<file path="config.mk">
export PLATFORM = sky130hd
export DESIGN_NAME = i2c_bit_level_master_unit_flat
export DESIGN_NICKNAME = d
export VERILOG_FILES = /design/src/rtl/core/i2cbm_pkg.sv /design/src/rtl/core/i2cbm_cmd_if.sv /design/src/rtl/core/i2cbm_step_if.sv /design/src/rtl/core/i2cbm_hold_timer.sv /design/src/rtl/core/i2cbm_bit_engine.sv /design/src/rtl/core/i2c_bit_level_master_unit.sv /design/src/flat_wrapper.sv
export SDC_FILE = /design/constraint.sdc
export NUM_CORES = 1
export LEC_CHECK = 0
export ABC_AREA = 1
export BUFFER_PORTS_ARGS = -buffer_cell sky130_fd_sc_hd__buf_2
export CORE_MARGIN = 1
export CORE_UTILIZATION = 40
export DETAILED_ROUTE_END_ITERATION = 16
export PLACE_DENSITY = 0.57
export SLEW_MARGIN = 20
export SYNTH_ARGS = -nofsm -noshare
export SYNTH_HDL_FRONTEND = slang
export SYNTH_HIERARCHICAL = 1
export SYNTH_SLANG_ARGS = --single-unit
</file>
<file path="constraint.sdc">
create_clock -name clk -period 4.25 [get_ports clk]
set_input_delay 0.85 -clock clk [delete_from_list [all_inputs] [get_ports clk]]
set_output_delay 0.85 -clock clk [all_outputs]
set_load 0.1 [all_outputs]
</file>
<file path="src/rtl/core/i2cbm_pkg.sv">
package i2cbm_pkg;

    localparam int HOLD_W = 16;
    localparam logic [HOLD_W-1:0] HOLD_RESET = 16'd720;

    typedef enum logic [2:0] {
        ACT_START    = 3'd0,
        ACT_STOP     = 3'd1,
        ACT_WRITE    = 3'd2,
        ACT_READ     = 3'd3,
        ACT_SEND_ACK = 3'd4,
        ACT_RECV_ACK = 3'd5
    } action_t;

    typedef enum logic [1:0] {
        ST_IDLE,
        ST_EMIT,
        ST_HOLD
    } eng_state_t;

endpackage

</file>
<file path="src/rtl/core/i2cbm_cmd_if.sv">
interface i2cbm_cmd_if;
    logic       valid;
    logic       ready;
    logic [2:0] action;
    logic [7:0] tx_byte;
    logic       ack_level;
    logic [7:0] sda_samples;

    modport source (output valid, action, tx_byte, ack_level, sda_samples, input ready);
    modport sink (input valid, action, tx_byte, ack_level, sda_samples, output ready);
endinterface

</file>
<file path="src/rtl/core/i2cbm_step_if.sv">
interface i2cbm_step_if;
    logic       valid;
    logic       ready;
    logic       scl_level;
    logic       sda_level;
    logic [7:0] rx_byte;
    logic       ack_seen;
    logic       last_step;

    modport source (output valid, scl_level, sda_level, rx_byte, ack_seen, last_step,
                    input ready);
    modport sink (input valid, scl_level, sda_level, rx_byte, ack_seen, last_step,
                  output ready);
endinterface

</file>
<file path="src/rtl/core/i2cbm_hold_timer.sv">
module i2cbm_hold_timer
    import i2cbm_pkg::*;
(
    input  logic              clk,
    input  logic              rst_n,
    input  logic              cfg_we,
    input  logic [HOLD_W-1:0] cfg_wdata,
    input  logic              start,
    output logic              done
);

    logic [HOLD_W-1:0] hold_reg;
    logic [HOLD_W-1:0] cnt_reg;
    logic [HOLD_W-1:0] cnt_next;

    // a zero hold value behaves the same as a hold value of 1
    assign done = (cnt_reg <= HOLD_W'(1));

    always_comb
    begin
        cnt_next = cnt_reg;
        if (start)
        begin
            cnt_next = hold_reg;
        end
        else if (!done)
        begin
            cnt_next = cnt_reg - HOLD_W'(1);
        end
    end

    always_ff @(posedge clk or negedge rst_n)
    begin
        if (!rst_n)
        begin
            hold_reg <= HOLD_RESET;
            cnt_reg  <= '0;
        end
        else
        begin
            if (cfg_we)
            begin
                hold_reg <= cfg_wdata;
            end
            cnt_reg <= cnt_next;
        end
    end

endmodule

</file>
<file path="src/rtl/core/i2cbm_bit_engine.sv">
module i2cbm_bit_engine
    import i2cbm_pkg::*;
(
    input  logic      clk,
    input  logic      rst_n,
    i2cbm_cmd_if.sink   cmd,
    i2cbm_step_if.source step,
    output logic      tmr_start,
    input  logic      tmr_done
);

    eng_state_t state_reg, state_next;
    action_t    act_reg;
    logic [1:0] phase_reg, phase_n;
    logic [2:0] bit_reg, bit_n;
    logic [7:0] tx_reg;
    logic [7:0] smp_reg;
    logic [7:0] rx_reg;
    logic       ack_reg;
    logic       scl_reg, sda_reg;
    logic       done_reg;

    logic       ovalid_reg;
    logic       oscl_reg, osda_reg, oack_reg, olast_reg;
    logic [7:0] orx_reg;

    logic       scl_n, sda_n, last_n, ack_out;
    logic [7:0] rx_out;
    logic       tx_shift, take_sample;
    logic       cmd_acc, act_ok, slot_free, emit;

    assign cmd.ready  = (state_reg == ST_IDLE);
    assign cmd_acc    = cmd.valid && cmd.ready;
    assign act_ok     = (cmd.action <= 3'(ACT_RECV_ACK));
    assign slot_free  = !ovalid_reg || step.ready;
    assign emit       = (state_reg == ST_EMIT) && slot_free;

    assign tmr_start = emit;

    assign step.valid     = ovalid_reg;
    assign step.scl_level = oscl_reg;
    assign step.sda_level = osda_reg;
    assign step.rx_byte   = orx_reg;
    assign step.ack_seen  = oack_reg;
    assign step.last_step = olast_reg;

    always_comb
    begin
        state_next = state_reg;
        unique case (state_reg)
            ST_IDLE:
            begin
                if (cmd_acc && act_ok)
                begin
                    state_next = ST_EMIT;
                end
            end
            ST_EMIT:
            begin
                if (slot_free)
                begin
                    state_next = ST_HOLD;
                end
            end
            ST_HOLD:
            begin
                if (tmr_done)
                begin
                    state_next = done_reg ? ST_IDLE : ST_EMIT;
                end
            end
            default:
            begin
                state_next = ST_IDLE;
            end
        endcase
    end

    // pin step for the current phase
    always_comb
    begin
        scl_n       = scl_reg;
        sda_n       = sda_reg;
        last_n      = 1'b0;
        rx_out      = '0;
        ack_out     = 1'b0;
        phase_n     = phase_reg + 2'd1;
        bit_n       = bit_reg;
        tx_shift    = 1'b0;
        take_sample = 1'b0;
        unique case (act_reg)
            ACT_START:
            begin
                unique case (phase_reg)
                    2'd0: sda_n = 1'b1;
                    2'd1: scl_n = 1'b1;
                    2'd2: sda_n = 1'b0;
                    default:
                    begin
                        scl_n  = 1'b0;
                        last_n = 1'b1;
                    end
                endcase
            end
            ACT_STOP:
            begin
                unique case (phase_reg)
                    2'd0: sda_n = 1'b0;
                    2'd1: scl_n = 1'b1;
                    default:
                    begin
                        sda_n  = 1'b1;
                        last_n = 1'b1;
                    end
                endcase
            end
            ACT_WRITE:
            begin
                unique case (phase_reg)
                    2'd0: sda_n = tx_reg[7];
                    2'd1: scl_n = 1'b1;
                    default:
                    begin
                        scl_n    = 1'b0;
                        tx_shift = 1'b1;
                        phase_n  = 2'd0;
                        bit_n    = bit_reg + 3'd1;
                        last_n   = (bit_reg == 3'd7);
                    end
                endcase
            end
            ACT_READ:
            begin
                unique case (phase_reg)
                    2'd0: sda_n = 1'b1;
                    2'd1:
                    begin
                        scl_n       = 1'b1;
                        take_sample = 1'b1;
                    end
                    default:
                    begin
                        scl_n   = 1'b0;
                        phase_n = 2'd1;
                        bit_n   = bit_reg + 3'd1;
                        last_n  = (bit_reg == 3'd7);
                        rx_out  = last_n ? rx_reg : 8'd0;
                    end
                endcase
            end
            ACT_SEND_ACK:
            begin
                unique case (phase_reg)
                    2'd0: sda_n = ack_reg;
                    2'd1: scl_n = 1'b1;
                    default:
                    begin
                        scl_n  = 1'b0;
                        last_n = 1'b1;
                    end
                endcase
            end
            ACT_RECV_ACK:
            begin
                unique case (phase_reg)
                    2'd0: sda_n = 1'b1;
                    2'd1:
                    begin
                        scl_n       = 1'b1;
                        take_sample = 1'b1;
                    end
                    default:
                    begin
                        scl_n   = 1'b0;
                        last_n  = 1'b1;
                        ack_out = ack_reg;
                    end
                endcase
            end
            default:
            begin
                last_n = 1'b1;
            end
        endcase
    end

    always_ff @(posedge clk or negedge rst_n)
    begin
        if (!rst_n)
        begin
            state_reg  <= ST_IDLE;
            scl_reg    <= 1'b1;
            sda_reg    <= 1'b1;
            done_reg   <= 1'b0;
            ovalid_reg <= 1'b0;
            phase_reg  <= '0;
            bit_reg    <= '0;
            act_reg    <= ACT_START;
        end
        else
        begin
            state_reg <= state_next;
            if (cmd_acc)
            begin
                act_reg   <= action_t'(cmd.action);
                phase_reg <= '0;
                bit_reg   <= '0;
                done_reg  <= 1'b0;
            end
            else if (emit)
            begin
                scl_reg   <= scl_n;
                sda_reg   <= sda_n;
                phase_reg <= phase_n;
                bit_reg   <= bit_n;
                done_reg  <= last_n;
            end
            if (emit)
            begin
                ovalid_reg <= 1'b1;
            end
            else if (step.ready)
            begin
                ovalid_reg <= 1'b0;
            end
        end
    end

    always_ff @(posedge clk)
    begin
        if (cmd_acc)
        begin
            tx_reg  <= cmd.tx_byte;
            smp_reg <= cmd.sda_samples;
            ack_reg <= cmd.ack_level;
            rx_reg  <= '0;
        end
        else if (emit)
        begin
            if (tx_shift)
            begin
                tx_reg <= {tx_reg[6:0], 1'b0};
            end
            if (take_sample)
            begin
                rx_reg  <= {rx_reg[6:0], smp_reg[7]};
                smp_reg <= {smp_reg[6:0], 1'b0};
                if (act_reg == ACT_RECV_ACK)
                begin
                    ack_reg <= smp_reg[7];
                end
            end
        end
        if (emit)
        begin
            oscl_reg  <= scl_n;
            osda_reg  <= sda_n;
            orx_reg   <= rx_out;
            oack_reg  <= ack_out;
            olast_reg <= last_n;
        end
    end

endmodule

</file>
<file path="src/rtl/core/i2c_bit_level_master_unit.sv">
// I2C bit-level master.
// cmd channel (valid/ready): one word per command: action, tx_byte,
//   ack_level, sda_samples. Actions 6 and 7 are taken and dropped.
// step channel (valid/ready): one word per SCL/SDA pin write; last_step
//   marks the final step. rx_byte and ack_seen are nonzero only on the
//   last step of read byte and receive ack.
// cfg_we/cfg_wdata: writes step_hold_cycles (reset 720); write while idle.
// Commands expand to 4, 3, 24, 17, 3 or 3 steps. Each step is produced
//   in the EMIT state, once the previous step's hold has ended and the
//   step output slot is free, and is then held by the hold counter,
//   which loads step_hold_cycles; a value of 0 acts as 1.
// Bits move one per SCL pulse through the tx and sample shift registers.
// A new command is taken in the cycle after the hold of the previous
//   command's last step ends.
// The step output is registered; while the sink stalls, the next step
//   waits in the engine and the hold counter does not restart.
// Reset: SCL and SDA drive released (1), engine idle, hold 720.
module i2c_bit_level_master_unit
    import i2cbm_pkg::*;
(
    input  logic              clk,
    input  logic              rst_n,
    i2cbm_cmd_if.sink         cmd,
    i2cbm_step_if.source      step,
    input  logic              cfg_we,
    input  logic [HOLD_W-1:0] cfg_wdata
);

    logic tmr_start;
    logic tmr_done;

    i2cbm_bit_engine u_engine (
        .clk       (clk),
        .rst_n     (rst_n),
        .cmd       (cmd),
        .step      (step),
        .tmr_start (tmr_start),
        .tmr_done  (tmr_done)
    );

    i2cbm_hold_timer u_timer (
        .clk       (clk),
        .rst_n     (rst_n),
        .cfg_we    (cfg_we),
        .cfg_wdata (cfg_wdata),
        .start     (tmr_start),
        .done      (tmr_done)
    );

endmodule

</file>
<file path="src/flat_wrapper.sv">
// flat-port wrapper written by rule: the top's interface ports become plain ports
module i2c_bit_level_master_unit_flat import i2cbm_pkg::*;
  (clk, rst_n, cfg_we, cfg_wdata, cmd_valid, cmd_action, cmd_tx_byte, cmd_ack_level, cmd_sda_samples, cmd_ready, step_valid, step_scl_level, step_sda_level, step_rx_byte, step_ack_seen, step_last_step, step_ready);
  i2cbm_cmd_if cmd_i ();
  i2cbm_step_if step_i ();
  input  logic clk;
  input  logic rst_n;
  input  logic cfg_we;
  input  logic [HOLD_W-1:0] cfg_wdata;
  input wire logic [$bits(cmd_i.valid)-1:0] cmd_valid;
  input wire logic [$bits(cmd_i.action)-1:0] cmd_action;
  input wire logic [$bits(cmd_i.tx_byte)-1:0] cmd_tx_byte;
  input wire logic [$bits(cmd_i.ack_level)-1:0] cmd_ack_level;
  input wire logic [$bits(cmd_i.sda_samples)-1:0] cmd_sda_samples;
  output wire logic [$bits(cmd_i.ready)-1:0] cmd_ready;
  output wire logic [$bits(step_i.valid)-1:0] step_valid;
  output wire logic [$bits(step_i.scl_level)-1:0] step_scl_level;
  output wire logic [$bits(step_i.sda_level)-1:0] step_sda_level;
  output wire logic [$bits(step_i.rx_byte)-1:0] step_rx_byte;
  output wire logic [$bits(step_i.ack_seen)-1:0] step_ack_seen;
  output wire logic [$bits(step_i.last_step)-1:0] step_last_step;
  input wire logic [$bits(step_i.ready)-1:0] step_ready;
  assign cmd_i.valid = cmd_valid;
  assign cmd_i.action = cmd_action;
  assign cmd_i.tx_byte = cmd_tx_byte;
  assign cmd_i.ack_level = cmd_ack_level;
  assign cmd_i.sda_samples = cmd_sda_samples;
  assign cmd_ready = cmd_i.ready;
  assign step_valid = step_i.valid;
  assign step_scl_level = step_i.scl_level;
  assign step_sda_level = step_i.sda_level;
  assign step_rx_byte = step_i.rx_byte;
  assign step_ack_seen = step_i.ack_seen;
  assign step_last_step = step_i.last_step;
  assign step_i.ready = step_ready;
  i2c_bit_level_master_unit u_core (.clk(clk), .rst_n(rst_n), .cmd(cmd_i), .step(step_i), .cfg_we(cfg_we), .cfg_wdata(cfg_wdata));
endmodule
</file>
== Word level (Yosys, flattened, before mapping) ==
Index checks and enable logic that the tools add are counted.
Widths: inputs -> output; s select.
Storage, ports and cells
  bits in registers: 83
  output and inout port bits: 14
  logic and storage cells: 120
Cells by class
  add/sub/neg operators: 3
  order comparisons: 2
  eq/ne operators: 15
  muxes and demuxes: 47
  bitwise logic cells: 4
  reduce and logical (&&, ||, !) cells: 30
Operator list (count)
  $mux 8: 6
  $mux 16: 2
  $mux 1: 19
  $le 16x1->1 const B: 1
  $sub 16x1->16 const B: 1
  $mux 2: 7
  $mux 3: 4
  $reduce_bool 2->1: 6
  $eq 3x3->1 const B: 3
  $reduce_and 3->1: 3
  $reduce_or 3->1: 3
  $ne 2x1->1 const B: 4
  $pmux 1 s2: 4
  $reduce_and 2->1: 4
  $reduce_or 2->1: 4
  $reduce_or 4->1: 2
  $eq 3x2->1 const B: 2
  $pmux 1 s3: 2
  $pmux 2 s3: 1
  $pmux 1 s5: 1
  $eq 2x1->1 const B: 2
  $eq 2x2->1 const B: 2
  $logic_not 2->1: 2
  $not 1->1: 4
  10 further kinds: 12

== Logic depth before layout (Yosys ltp) ==
  depth after elaboration: 7
  gate-level depth with buffers: 11
  depth with buffers taken out: 11

== Hierarchy ==
Netlist, hierarchy kept.
Modules (own cells, without submodules)
  i2cbm_bit_engine: times used 1, cells each 272, area an instance 2487.4 um2, seq. area each 1383.8 um2
  i2cbm_hold_timer: times used 1, cells each 201, area an instance 1710.4 um2, seq. area each 805.8 um2

== Worst setup path before layout ==
OpenSTA, ideal clock, no wires.
  kind: flip-flop to flip-flop
  from: register u_core.u_engine.state_reg[1]
  to: register u_core.u_engine.smp_reg[0], enable pin
  library setup time: 0.336 ns
  arrival: 2.473 ns
  data required time: 3.914 ns
  path slack: 1.441 ns
  cell stages (with the launch flop): 5
  cell sequence: dfrtp_1 nor2_1 nand2_1 buf_2 nand2_1
Between the ends
  cells in the longest elaborated chain, start to end: 4
  elaborated cells on any way between the ends: 7
  those cells by class: eq/ne: 1; reduce/logical: 6
RTL lines
  start, declared: line i2cbm_bit_engine.sv:12  | eng_state_t state_reg, state_next;
  start signal, assigned: line i2cbm_bit_engine.sv:202  | state_reg <= state_next;
  $logic_not 2->1 (*): line i2cbm_bit_engine.sv:32  | assign cmd.ready = (state_reg == ST_IDLE);
  net cmd_ready: line flat_wrapper.sv:15  | output wire logic [$bits(cmd_i.ready)-1:0] cmd_ready;
  $logic_and 1x1->1 (*): line i2cbm_bit_engine.sv:33  | assign cmd_acc = cmd.valid && cmd.ready;
  $reduce_bool 2->1 (no source line)
  $reduce_and 2->1 (no source line) (*)
  end signal, assigned: line i2cbm_bit_engine.sv:234  | smp_reg <= cmd.sda_samples;
  end signal, assigned: line i2cbm_bit_engine.sv:247  | smp_reg <= {smp_reg[6:0], 1'b0};
  end, declared: line i2cbm_bit_engine.sv:17  | logic [7:0] smp_reg;
Mark *: on every way through the listed nets, which the timed path passes. The rest lies on a longest branch.
A chain may end at the register's enable or synchronous reset.

== Final worst setup path ==
  from: register u_core.u_engine.state_reg[1]
  to: output port cmd_ready
Between the ends
  cells in the longest elaborated chain, start to end: 1
RTL lines (line)
  $logic_not 2->1: i2cbm_bit_engine.sv:32
  end, declared: flat_wrapper.sv:15
No other way between the ends.

==> impl_metrics.csv <==
group,metric,value,unit
synthesis,synth_edf_count,29,
pwr,finalPower,3.41,mW
grt,overflow,0,
sta,slew-limit-headroom,0.560,
pwr,ir_drop,0.000425,V
critical_path,crit_fanout,4,
grt,use_met1,0.233,
critical_path,startpoint_type,"flip-flop",
sta,worstMarginPinSlew,658,ps
critical_path,crit_path_top_delay_cell,"buf_2",
sta,finalSetupTns,0,ps
synthesis,synth_simple_gate_area_frac,0.277,
critical_path,critPathKind,"flip-flop to output port",
final_layout,final_cell_mix,"nand2_1 (180), buf_2 (53), nor2_1 (44)",
clocking,post-cts-setup-buffers,0,
routing,routed-via-count,3183,
grt,grt_busiest_layer,"met2",
clocking,insertion_delay,360,ps
clocking,cts_buffer_depth,2,
grt,met2_usage,0.270,
synthesis,yosys_warnings,6,
synthesis,synth_top_family_by_area,"simple AND/OR/NAND/NOR gates",
synthesis,syn_area,4200,um2
pwr,p_leak,2.24,nW
critical_path,crit_chain,"nor2_1, buf_2",
final_layout,nets,580,
synthesis,synth-main-ff-cell,"dfrtp_1",
clocking,cts_max_level,3,
final_layout,fin_area,4780,um2
grt,antenna_found_initial,0,
sta,period_minus_slack,2330,ps
synthesis,syn_inst,473,
placement,dpl.hpwl,6180,um
routing,viasPerCell,4.76,
placement,dpl_cell_area,4580,um2
outcome,status,"complete, no violations",
synthesis,synth_xor_area_frac,0.0125,
routing,dr.pass1.iters,4,
sta,finClkSkew,14.6,ps
clocking,cts_tree,"yes",
run,maxCapViolations,0,
routing,ant_nets,0,
critical_path,cpPeakStageDelay,470,ps
sta,fmax,430,MHz
synthesis,yosysUniqueCellTypes,39,
sta,report.final.slew_viol_count,0,
clocking,clkTransAtPathRegs,90,ps
routing,drc,0,
critical_path,end_kind,"output port",
synthesis,async_flop_share,0.554,
sta,hold_viol,0,
floorplanning,initial_core_util,0.410,
clocking,root_buffer,"clkbuf_8",
routing,wirelength,8690,um
synthesis,synth-adder-area-share,0.0328,
synthesis,ys_seq_elements,83,
floorplanning,num_rows,37,
critical_path,crit_buf_inv,1,
routing,drtIter0Drc,220,
synthesis,muxShareOfSynthArea,0.0429,
critical_path,critPathRequiredTime,3400,ps
clocking,cts_buffers,9,
sta,setup_viol,0,
critical_path,cp.arrival,1480,ps
grt,grt_max_degree,47,
clocking,clock-sinks,83,
clocking,hold_buffers,0,
floorplanning,io_pins,55,
floorplanning,dieHeight,104,um
grt,use_met3,0.0420,
grt,grt_first_pass_wirelength,14600,um
floorplanning,die_area,10900,um2
synthesis,avgSynthCellArea,8.87,um2
sta,rsz0062_at_grt,"no",
final_layout,area_growth,13.8,%
floorplanning,die_x,104,um
floorplanning,core_area,10200,um2
pwr,pwr_density_cell,714,nW/um2
placement,globalplace.congestion,0.845,
synthesis,ys_seq_area_frac,0.522,
synthesis,synth_compound_area_frac,0.0635,
grt,grt_pass1_vias,3037,
final_layout,n_antenna_cell,0,
min_path,hold_class,"flip-flop to flip-flop",
clocking,cts.repair.resized,0,
grt,grt_usage,0.172,
synthesis,syn_nets,525,
sta,post-route-period-util,0.548,
final_layout,drive_above_1_share,0.235,
routing,wl_per_cell,13.0,um
placement,port_buffers,54,
critical_path,crit_family,"buffers and inverters",
final_layout,final_common_cell,"nand2_1",
## worst min-delay path, stage by stage (launching register included)
cell	delay [ps]
dfxtp_1	310
inv_1	70
a21oi_2	50
## final timing paths
kind / to / slack, ps / from / cells after the start
max: cmd_ready / 1920 / u_core/u_engine/state_reg[1] / 2
min: u_core/u_engine/rx_reg[7] / 460 / u_core/u_engine/rx_reg[7] / 2
max reg2reg: u_core/u_engine/smp_reg[5] / 2140 / u_core/u_engine/state_reg[1] / 5
min reg2reg: u_core/u_engine/rx_reg[7] / 460 / u_core/u_engine/rx_reg[7] / 2
max in group asynchronous: u_core/u_timer/cnt_reg[2] / 3370 / rst_n / 1
min in group asynchronous: u_core/u_timer/cnt_reg[10] / 480 / rst_n / 1
## cell usage after synthesis, types with 2 or more instances
cell type,count,area share
xor2_1,5,0.010
buf_2,8,0.0095
nand2_1,180,0.16
ha_1,11,0.033
inv_1,32,0.029
edfxtp_1,29,0.21
nor2_2,5,0.0075
or2_2,2,0.0030
o21ai_2,3,0.0063
mux2_2,16,0.043
nor2_1,44,0.039
nand4_1,2,0.0030
inv_2,3,0.0027
o21ai_0,20,0.024
a21oi_1,4,0.0048
dfrtp_1,40,0.24
dfxtp_1,8,0.038
dfstp_2,6,0.038
nand3_1,14,0.017
nand3b_1,10,0.018
nor2_4,3,0.0080
a21oi_2,7,0.015
buf_6,2,0.0054
nand2_2,4,0.0060
## cell type report
class                      instances  area [um2]
fill                             981        5460
sequential                        83        2190
multi-input combinational        343        1800
timing repair buffer              55         280
tap                              136         170
clock buffer                      11         153
inverter                          36         140
clock inverter                     5        41.3
## per-stage QoR
step                       util  cells  worst slack (ps)  hold slack [ps]
after floorplan               -    473              1440              435
after global placement    0.448    653              1760              460
after detailed placement  0.448    653              1710              453
after CTS                 0.467    669              1900              467
after global routing      0.467    669              1860              493
final                     0.467    669              1920              462
## per-layer routing
metal  share of wire  routed length, um
met5               0                  0
met4           0.014                125
met3           0.050                431
met2            0.46               3960
met1            0.48               4180
## cells by family (layout without fill, tap and decap cells)
family | Yosys count | in the layout
AOI/OAI and AO/OA | 40 | 40
xor gates and xnor gates | 6 | 6
adders and majority gates | 11 | 11
buffers and inverters | 47 | 107
DFF | 83 | 83
muxes | 16 | 16
and+or+nand+nor | 270 | 270
## report_power, final
part / leakage, nW / internal [mW] / switching, mW / total [mW]
logic: 1.25 / 0.419 / 1.10 / 1.52
clock network: 0.100 / 0.255 / 0.303 / 0.558
registers: 0.894 / 1.14 / 0.191 / 1.33
total: 2.24 / 1.81 / 1.59 / 3.41
No activity file was read; power rests on OpenSTA's default activity.
